`src/hdl/urcd_pkg.sv`:
```
// shared types and constants for the udp receive check and demux block
package urcd_pkg;

  localparam logic FUNC_SEGMENT = 1'b0;
  localparam logic FUNC_BIND    = 1'b1;

  localparam logic [15:0] UDP_PROTO     = 16'd17;
  localparam logic [7:0]  ETH_HDR_BYTES = 8'd14;
  localparam logic [15:0] UDP_HDR_BYTES = 16'd8;
  localparam logic [3:0]  IP_WORDS_MIN  = 4'd5;
  localparam logic [15:0] CSUM_GOOD     = 16'hFFFF;
  localparam logic [15:0] WORD_IDX_MAX  = 16'hFFFF;

  typedef enum logic [1:0] {
    ST_ACCEPTED  = 2'd0,
    ST_BAD_LEN   = 2'd1,
    ST_BAD_CSUM  = 2'd2,
    ST_NO_SOCKET = 2'd3
  } status_t;

  typedef struct packed {
    logic        en;
    logic [2:0]  slot;
    logic [15:0] port;
    logic        enable;
  } bind_wr_t;

endpackage

```
`src/hdl/udp_receive_check_and_demux_top.sv`:
```
// Checks received UDP segments word by word and steers each good one to a bound socket slot.
// Every input beat is registered, then the one's complement sum, the header capture and the
// port lookup are done combinationally ahead of the result register, so one beat (segment
// word or bind) is taken every cycle at full rate; a last word passes the input register and
// then the result register to the output. Only the last word of a segment yields a result
// beat. Bind beats and words other than a last word keep flowing while a verdict waits to be
// taken; a further last word holds in the input register until the verdict is taken.
module udp_receive_check_and_demux_top
  import urcd_pkg::*;
#(
  parameter int SOCKETS = 8
) (
  input  logic        clk,
  input  logic        rst,
  input  logic        in_valid,
  output logic        in_ready,
  input  logic        func,
  input  logic [2:0]  slot,
  input  logic [15:0] bind_port,
  input  logic        bind_enable,
  input  logic [31:0] src_addr,
  input  logic [31:0] dst_addr,
  input  logic [16:0] frame_len,
  input  logic [3:0]  ip_header_words,
  input  logic        first_word,
  input  logic [15:0] segment_word,
  input  logic        last_word,
  output logic        out_valid,
  input  logic        out_ready,
  output logic [1:0]  status,
  output logic [2:0]  socket_slot,
  output logic [15:0] payload_len,
  output logic [15:0] source_port
);

  // input register
  logic        s1_valid;
  logic        s1_func;
  logic [2:0]  s1_slot;
  logic [15:0] s1_bind_port;
  logic        s1_bind_enable;
  logic [31:0] s1_src_addr;
  logic [31:0] s1_dst_addr;
  logic [16:0] s1_frame_len;
  logic [3:0]  s1_ip_words;
  logic        s1_first;
  logic [15:0] s1_word;
  logic        s1_last;

  // segment state
  logic [15:0] running_sum;
  logic [15:0] word_index;
  logic [15:0] latched_src_port;
  logic [15:0] latched_dst_port;
  logic [15:0] latched_udp_len;
  logic        checksum_absent;
  logic [16:0] latched_frame_len;
  logic [3:0]  latched_ip_words;

  logic [15:0] running_sum_next;
  logic [15:0] word_index_next;
  logic [15:0] latched_src_port_next;
  logic [15:0] latched_dst_port_next;
  logic [15:0] latched_udp_len_next;
  logic        checksum_absent_next;
  logic [16:0] latched_frame_len_next;
  logic [3:0]  latched_ip_words_next;

  // result register
  logic        out_valid_r;
  status_t     status_r;
  logic [2:0]  socket_slot_r;
  logic [15:0] payload_len_r;
  logic [15:0] source_port_r;

  logic        s1_segment;
  logic        s1_result;
  logic        s1_fire;
  logic [15:0] idx;
  logic [15:0] base;
  logic [15:0] addr_a, addr_b, addr_c, addr_d;
  logic [15:0] proto_term, len_term, data_term;
  logic [16:0] byte_pos;
  logic [18:0] sum_wide;
  logic [16:0] sum_fold;
  logic [7:0]  hdr_bytes;
  logic        bad_len;
  logic        bad_csum;
  status_t     status_next;
  logic [15:0] payload_next;
  bind_wr_t    bind_wr;
  logic        hit;
  logic [2:0]  hit_slot;

  assign s1_segment = s1_func == FUNC_SEGMENT;
  assign s1_result  = s1_segment && s1_last;
  assign s1_fire    = s1_valid && (!s1_result || !out_valid_r || out_ready);
  assign in_ready   = !s1_valid || s1_fire;

  always_ff @(posedge clk) begin
    if (rst) begin
      s1_valid <= 1'b0;
    end else if (in_ready) begin
      s1_valid <= in_valid;
    end
  end

  always_ff @(posedge clk) begin
    if (in_valid && in_ready) begin
      s1_func        <= func;
      s1_slot        <= slot;
      s1_bind_port   <= bind_port;
      s1_bind_enable <= bind_enable;
      s1_src_addr    <= src_addr;
      s1_dst_addr    <= dst_addr;
      s1_frame_len   <= frame_len;
      s1_ip_words    <= ip_header_words;
      s1_first       <= first_word;
      s1_word        <= segment_word;
      s1_last        <= last_word;
    end
  end

  // header capture
  always_comb begin
    idx                    = s1_first ? '0 : word_index;
    latched_src_port_next  = s1_first ? '0 : latched_src_port;
    latched_dst_port_next  = s1_first ? '0 : latched_dst_port;
    latched_udp_len_next   = s1_first ? '0 : latched_udp_len;
    checksum_absent_next   = s1_first ? 1'b1 : checksum_absent;
    latched_frame_len_next = s1_first ? s1_frame_len : latched_frame_len;
    latched_ip_words_next  = s1_first ? s1_ip_words : latched_ip_words;
    case (idx)
      16'd0:   latched_src_port_next = s1_word;
      16'd1:   latched_dst_port_next = s1_word;
      16'd2:   latched_udp_len_next  = s1_word;
      16'd3:   checksum_absent_next  = s1_word == '0;
      default: ;
    endcase
    word_index_next = (idx != WORD_IDX_MAX) ? idx + 16'd1 : idx;
  end

  // one's complement sum: all terms of this beat in one adder, then two end-around folds
  always_comb begin
    base       = s1_first ? '0 : running_sum;
    addr_a     = s1_first ? s1_src_addr[31:16] : '0;
    addr_b     = s1_first ? s1_src_addr[15:0]  : '0;
    addr_c     = s1_first ? s1_dst_addr[31:16] : '0;
    addr_d     = s1_first ? s1_dst_addr[15:0]  : '0;
    proto_term = (idx == 16'd2) ? UDP_PROTO : '0;
    len_term   = (idx == 16'd2) ? s1_word : '0;
    byte_pos   = {idx, 1'b0};
    if (idx < 16'd2) begin
      data_term = s1_word;
    end else if (byte_pos + 17'd1 < {1'b0, latched_udp_len_next}) begin
      data_term = s1_word;
    end else if (byte_pos < {1'b0, latched_udp_len_next}) begin
      data_term = {s1_word[15:8], 8'h00};
    end else begin
      data_term = '0;
    end
    sum_wide = 19'(base) + 19'(addr_a) + 19'(addr_b) + 19'(addr_c) + 19'(addr_d)
             + 19'(proto_term) + 19'(len_term) + 19'(data_term);
    sum_fold = 17'(sum_wide[15:0]) + 17'(sum_wide[18:16]);
    running_sum_next = sum_fold[15:0] + 16'(sum_fold[16]);
  end

  assign bind_wr.en     = s1_fire && !s1_segment && 32'(s1_slot) < SOCKETS;
  assign bind_wr.slot   = s1_slot;
  assign bind_wr.port   = s1_bind_port;
  assign bind_wr.enable = s1_bind_enable;

  urcd_match #(
    .SOCKETS (SOCKETS)
  ) u_match (
    .clk         (clk),
    .rst         (rst),
    .bind_wr     (bind_wr),
    .lookup_port (latched_dst_port_next),
    .hit         (hit),
    .hit_slot    (hit_slot)
  );

  // verdict
  always_comb begin
    hdr_bytes = ETH_HDR_BYTES + {2'b00, latched_ip_words_next, 2'b00};
    bad_len   = 18'(latched_frame_len_next) < 18'(hdr_bytes) + 18'(UDP_HDR_BYTES)
             || 18'(latched_frame_len_next) != 18'(hdr_bytes) + 18'(latched_udp_len_next);
    bad_csum  = !checksum_absent_next && running_sum_next != CSUM_GOOD;
    if (bad_len) begin
      status_next = ST_BAD_LEN;
    end else if (bad_csum) begin
      status_next = ST_BAD_CSUM;
    end else if (!hit) begin
      status_next = ST_NO_SOCKET;
    end else begin
      status_next = ST_ACCEPTED;
    end
    payload_next = (latched_udp_len_next >= UDP_HDR_BYTES)
                 ? latched_udp_len_next - UDP_HDR_BYTES : '0;
  end

  always_ff @(posedge clk) begin
    if (rst) begin
      running_sum       <= '0;
      word_index        <= '0;
      latched_src_port  <= '0;
      latched_dst_port  <= '0;
      latched_udp_len   <= '0;
      checksum_absent   <= 1'b0;
      latched_frame_len <= '0;
      latched_ip_words  <= IP_WORDS_MIN;
    end else if (s1_fire && s1_segment) begin
      running_sum       <= running_sum_next;
      word_index        <= word_index_next;
      latched_src_port  <= latched_src_port_next;
      latched_dst_port  <= latched_dst_port_next;
      latched_udp_len   <= latched_udp_len_next;
      checksum_absent   <= checksum_absent_next;
      latched_frame_len <= latched_frame_len_next;
      latched_ip_words  <= latched_ip_words_next;
    end
  end

  always_ff @(posedge clk) begin
    if (rst) begin
      out_valid_r <= 1'b0;
    end else if (s1_fire && s1_result) begin
      out_valid_r <= 1'b1;
    end else if (out_ready) begin
      out_valid_r <= 1'b0;
    end
  end

  always_ff @(posedge clk) begin
    if (s1_fire && s1_result) begin
      status_r      <= status_next;
      socket_slot_r <= (status_next == ST_ACCEPTED) ? hit_slot : '0;
      payload_len_r <= payload_next;
      source_port_r <= latched_src_port_next;
    end
  end

  assign out_valid   = out_valid_r;
  assign status      = status_r;
  assign socket_slot = socket_slot_r;
  assign payload_len = payload_len_r;
  assign source_port = source_port_r;

endmodule

```
`src/hdl/urcd_match.sv`:
```
// socket port table with lowest-slot port lookup
module urcd_match
  import urcd_pkg::*;
#(
  parameter int SOCKETS = 8
) (
  input  logic        clk,
  input  logic        rst,
  input  bind_wr_t    bind_wr,
  input  logic [15:0] lookup_port,
  output logic        hit,
  output logic [2:0]  hit_slot
);

  logic [15:0]        port_table [SOCKETS];
  logic [SOCKETS-1:0] port_valid;

  always_ff @(posedge clk) begin
    for (int i = 0; i < SOCKETS; i++) begin
      if (bind_wr.en && 32'(bind_wr.slot) == i) begin
        port_table[i] <= bind_wr.port;
      end
    end
  end

  always_ff @(posedge clk) begin
    if (rst) begin
      port_valid <= '0;
    end else begin
      for (int i = 0; i < SOCKETS; i++) begin
        if (bind_wr.en && 32'(bind_wr.slot) == i) begin
          port_valid[i] <= bind_wr.enable;
        end
      end
    end
  end

  // scan from the top so the lowest matching slot wins
  always_comb begin
    hit      = 1'b0;
    hit_slot = '0;
    for (int i = SOCKETS - 1; i >= 0; i--) begin
      if (port_valid[i] && port_table[i] == lookup_port) begin
        hit      = 1'b1;
        hit_slot = 3'(i);
      end
    end
  end

endmodule
```
`config.mk`:
```
export PLATFORM = sky130hd
export DESIGN_NAME = udp_receive_check_and_demux_top
export DESIGN_NICKNAME = d
export VERILOG_FILES = /design/src/hdl/urcd_pkg.sv /design/src/hdl/udp_receive_check_and_demux_top.sv /design/src/hdl/urcd_match.sv
export SDC_FILE = /design/constraint.sdc
export NUM_CORES = 1
export LEC_CHECK = 0
export BUFFER_PORTS_ARGS = -buffer_cell sky130_fd_sc_hd__buf_4
export CORE_MARGIN = 5
export CORE_UTILIZATION = 40
export CTS_BUF_LIST = sky130_fd_sc_hd__clkbuf_16
export DETAILED_ROUTE_END_ITERATION = 8
export PLACE_DENSITY = 0.56
export SYNTH_ARGS = -nofsm -noshare
export SYNTH_HDL_FRONTEND = slang
export SYNTH_SLANG_ARGS = --single-unit
```
`constraint.sdc`:
```
create_clock -name clk -period 16.32 [get_ports clk]
set_input_delay 1.632 -clock clk [delete_from_list [all_inputs] [get_ports clk]]
set_output_delay 1.632 -clock clk [all_outputs]
set_load 0.03 [all_outputs]
```
# ---- Yosys cells after proc, flatten, opt, wreduce, memory -nomap -nowiden
# Memory sizes are Yosys's and may differ from the RTL's.
# Index checks and enable logic that the tools add are counted.
dict set report op_classes {
  n_addsub 15
  n_lt_le_gt_ge 5
  muxes 79
  reduce_logical 46
  bitwise_logic 2
  eq_ne 21
}
# cell n
set ops {}
lappend ops {{16-bit two-way mux} 24}
lappend ops {{16-bit equality test} 8}
lappend ops {{16-bit OR reduction} 7}
lappend ops {{19-bit by 16-bit adder with 19-bit output} 3}
lappend ops {{1-bit two-way mux} 36}
lappend ops {{17-bit by 16-bit < comparator with 1-bit output} 2}
lappend ops {{3-bit two-way mux} 11}
lappend ops {{16-bit by 2-bit equality test with 1-bit output, second input constant} 2}
lappend ops {{16-bit logical NOT} 2}
lappend ops {{16-bit inequality test, second input constant} 2}
lappend ops {{1-bit logical AND} 23}
lappend ops {{18-bit by 16-bit adder with 19-bit output} 1}
lappend ops {{19-bit by 5-bit adder with 19-bit output} 1}
lappend ops {{17-bit by 16-bit adder with 18-bit output} 1}
lappend ops {{16-bit by 16-bit adder with 17-bit output} 1}
lappend ops {{16-bit by 3-bit adder with 17-bit output} 1}
lappend ops {{17-bit by 1-bit adder with 17-bit output, second input constant} 1}
lappend ops {{7-bit by 16-bit adder with 17-bit output} 1}
lappend ops {{17-bit by 8-bit < comparator with 1-bit output} 1}
lappend ops {{17-bit two-way mux} 1}
lappend ops {{17-bit inequality test} 1}
lappend ops {{16-bit by 1-bit adder with 16-bit output} 1}
lappend ops {{16-bit by 1-bit adder with 16-bit output, second input constant} 1}
lappend ops {{16-bit by 1-bit equality test with 1-bit output, second input constant} 1}
lappend ops {{other kinds (20)} 35}
dict set report word_totals {
  input_bits 128
  reg_bits 273
  mem_count 1
  output_inout_bits 39
  ram_bits 128
  wordCells 204
}
# memory words word_bits read_ports rd_ports_with_merged_regs wr line
set memory_table {}
lappend memory_table {u_match.port_table 8 16 8 0 1 urcd_match.sv:15} ;# logic [15:0] port_table [SOCKETS];

# ---- Longest topological paths before layout
dict set report logic_depth {
  word_depth 19
  depth_mapped 60
  ltp_nobuf 52
}

# ---- Cells and area by module
# Synthesis repeated with hierarchy kept, for this count alone.
dict set report unflattened {
  cells_unflattened 2007
  area_unflattened_um2 22297.6
}
# mod n_inst area_each_um2 seq_area_each_um2 cells_per_inst
set by_module_without_submodules {}
lappend by_module_without_submodules {udp_receive_check_and_demux_top 1 16467.0 6916.6 1627}
lappend by_module_without_submodules {urcd_match 1 5830.6 4003.8 380}

# ---- Worst setup path before layout
# Ideal clock, no wire load.
dict set report synth_path {
  kind {register to register}
  from {reg s1_first}
  to {reg socket_slot_r[1], in the netlist socket_slot[1], data pin}
  synth_period_minus_slack_ns 12.582
  t_required_ns 16.171
  arrival_ns 12.432
  path_buffers 7
  path_slack_ns 3.738
  path_stages_with_launch 60
  setup_ns 0.149
  path_cell_list {edfxtp_1 -> clkbuf_1 -> buf_1 -> inv_1 -> clkbuf_1 -> clkbuf_1 -> buf_1 -> nand2_1 -> ha_1 -> nor3b_1 -> a41oi_2 -> clkbuf_1 -> a21oi_1 -> ha_1 -> a21oi_1 -> nor2b_1 -> o21ai_0 -> nand2b_1 -> [24 not listed] -> and3_1 -> clkbuf_1 -> nand4b_1 -> nor3_1 -> nand4_1 -> nor2_1 -> ha_1 -> ha_1 -> and2_0 -> xnor3_1 -> a2bb2oi_1 -> or4b_1 -> a2111oi_2 -> or4b_1 -> nor4b_2 -> o21ai_1 -> a21oi_2 -> nor3b_2}
}
dict set report synth_via {
  elab_chain_cells 19
  word_cells_on_any_way 80
  classes_between {13 x add/sub; 4 x order compare; 13 x eq/ne; 36 x mux; 1 x bitwise; 13 x reduce/logical}
}
# item line
set synth_lines {}
lappend synth_lines {{start: declaration} udp_receive_check_and_demux_top.sv:46} ;# logic s1_first;
lappend synth_lines {{start signal: assignment} udp_receive_check_and_demux_top.sv:118} ;# s1_first <= first_word;
lappend synth_lines {{parallel branches: the longest is 19 deep, another holds 18-bit by 16-bit adder with 19-bit output} n/a}
lappend synth_lines {{end signal: assignment} udp_receive_check_and_demux_top.sv:238} ;# socket_slot_r <= (status_next == ST_ACCEPTED) ? hit_slot : '0;
lappend synth_lines {{end: declaration} udp_receive_check_and_demux_top.sv:72} ;# logic [2:0] socket_slot_r;
# Several ways; the timed one is not identified.
# A chain may end at the register's enable or synchronous reset.

# ---- Worst setup path after layout
# Ends and elaborated chain as after synthesis.

==> impl_metrics.ini <==
[run_status]
status = complete, no violations

[routing]
detail-route-antenna-nets = 0
drc_errors = 0
vias_per_cell = 5.50
via_count = 16760
drtIter0Drc = 1395
detail_route.wl_per_cell_um = 24.0
first_pass_iters = 6
wl_um = 73100

[sta]
rsz0062_at_grt = no
tightest_slew_ns = 1.20
post-route-min-period_ns = 14.57
slew-limit-headroom = 0.203
min_period_over_period = 0.893
slew_viol_final = 0
hold_viol_final = 0
setup_viol = 0
holdWs_ns = 0.452
fin_setup_tns_ns = 0
clock_skew_ns = 0.0323
max_freq_mhz = 68.6

[grt]
overflow = 0
grt_pass1_wl_um = 108000
grt_max_degree = 88
grt_pass1_vias = 16805
antenna_found_initial = 1
gr-usage-all-layers = 0.236

[synth]
yosys_warnings = 0
synth_edf_count = 289
synth-async-reset-ratio = 0
synth-seq-cells = 401
syn_avg_cell_area_um2 = 10.8
yosys.area.top_type = edfxtp_1
synth_top_flop_cell = edfxtp_1
synth.top_cell.area_share = 0.385
syn_nets = 2370
synth.area.top_cells = edfxtp_1, dfxtp_1, fa_1, ha_1, xnor2_1
synth.most_common_cell = edfxtp_1
ys_types = 96
synth_cells = 2090
synthTopCellsByCount = edfxtp_1, nand2_1, inv_1, nor2_1, xnor2_1
syn_area_um2 = 22500
synth.yosys.seq_area_share = 0.485

[critical_path]
end_kind = flop
critPathMostFrequentCell = ha_1
required_ns = 16.79
rr_worst_depth = 51
critPathMaxFanout = 38
critPathArrivalTime_ns = 15.04
critPathKind = reg -> reg
slowest_delay_ns = 0.78
slowest_stage = ha_1
crit_path_start_kind = flop

[die]
die_x_um = 247
core_um2 = 56100
die_h_um = 247
initial_core_util = 0.402
dieArea_um2 = 61200
rows = 87
pin_count = 167

[clock_network]
clk_pin_slew_ns = 0.06
clock_path_buffers = 3
htree_num_levels = 2
postCtsSetupBuffers = 0
numCtsBuffers = 47
ctsResizeCount = 0
hold_buffers = 0
clk-insertion-delay-late_ns = 0.61
cts_sinks = 401
cts_tree = done
ctsRootBufferMaster = clkbuf_16

[placed_design]
io_buffers = 166
gp_congestion = 0.915
dp_hpwl_um = 53100

[finish]
fillCellCount = 5230
register_area_um2 = 10900
drive_above_1_share = 0.157
multiInputGateArea_um2 = 10700
diodes = 0
area_growth_pct = 17.0
nets = 2532

[power_and_ir_drop]
peakVddDrop_mv = 0.118
power.leakage_nw = 9.99
p_per_area_nw_per_um2 = 143

[hold_path]
whs_path_depth = 2
hold_path_class = reg -> reg

[run]
maxCapViolations = 0
[layer usage]
metal  share of wire  track usage  up-vias
met5               0            0        -
met4           0.027       0.0695        0
met1            0.44        0.325     8320
met3           0.054       0.0326      102
met2            0.48        0.392      488
li1                -            -     7850
[metrics by stage]
| step | util | cells | setup WS (ns) | cell area (µm²) | power (mW) |
|---|---|---|---|---|---|
| floorplan | - | 2090 | 3.74 | 22500 | 2.21 |
| global placement | 0.441 | 2959 | 2.35 | 24700 | 2.67 |
| detailed placement | 0.441 | 2959 | 1.93 | 24700 | 2.65 |
| CTS | 0.470 | 3046 | 1.85 | 26400 | 3.78 |
| global route | 0.470 | 3046 | 0.629 | 26400 | 3.99 |
| finish | 0.470 | 3046 | 1.75 | 26400 | 3.77 |
[power by group]
part / internal, mW / total [mW] / switching (mW) / leakage (nW)
Clock: 0.658 / 1.11 / 0.456 / 0.815
Sequential: 1.14 / 1.16 / 0.0287 / 3.62
Combinational: 0.540 / 1.49 / 0.948 / 5.56
Total: 2.33 / 3.77 / 1.43 / 9.99
[placed cells by master, fill, tap and decap left out, types with 13 or more instances in the layout]
cell type and n:
o21ai_0 54, buf_4 206, clkbuf_16 47, xor2_1 49
mux2_2 25, nand2b_1 17, a21oi_1 102, a31oi_1 13
inv_1 172, nand3_1 36, nor4_1 38, nor3_1 32
and2_1 63, a211oi_1 47, ha_1 86, fa_1 66
dfxtp_1 112, nand2_1 175, edfxtp_1 289, a21o_1 16
nor2b_1 25, mux2i_1 29, and3_1 37, nor2_1 141
xnor2_1 120, nand4_1 31, a22oi_1 18
[registers in the layout, indices dropped and copies added (netlist names), 17 cells and up]
name	count
u_match.port_table	128
s1_dst_addr	32
s1_src_addr	32
latched_frame_len	17
s1_frame_len	17
[worst max-delay path: cells and delay by family (launching register included)]
family / cells / cell delay [ns]
compound gates: 18 / 4.81
simple gates: 18 / 4.66
fa+ha+maj: 9 / 3.41
buf+inv: 4 / 0.67
xor+xnor: 2 / 0.46
flops: 1 / 0.37
[kinds of logic (layout without fill, tap and decap cells)]
logic type / after synthesis / after routing / share of synthesized area
fa+ha+maj: 153 / 153 / 0.107
compound gates: 394 / 394 / 0.123
xor+xnor: 170 / 170 / 0.0667
simple gates: 658 / 658 / 0.149
mux: 55 / 55 / 0.0260
flops: 401 / 401 / 0.485
buf+inv: 259 / 459 / 0.0439
[final cells by class]
cell class,count,area share
flip-flops and latches,401,0.414
clock buffers,47,0.0446
multi-input cells,1430,0.405
repair buffers,206,0.0587
inverters,166,0.0236
well taps,756,0.0359
clock inverters,40,0.0176
[final timing paths]
kind | startpoint | endpoint | slack [ns]
max | s1_first$_DFFE_PP_ | socket_slot[1]$_SDFFCE_PP0P_ | 1.75
min reg2reg | latched_ip_words[3]$_SDFFE_PP0P_ | latched_ip_words[3]$_SDFFE_PP0P_ | 0.45
max reg2reg | s1_first$_DFFE_PP_ | socket_slot[1]$_SDFFCE_PP0P_ | 1.75
min | latched_ip_words[3]$_SDFFE_PP0P_ | latched_ip_words[3]$_SDFFE_PP0P_ | 0.45
Note: power is estimated with default switching activity, not from simulation.
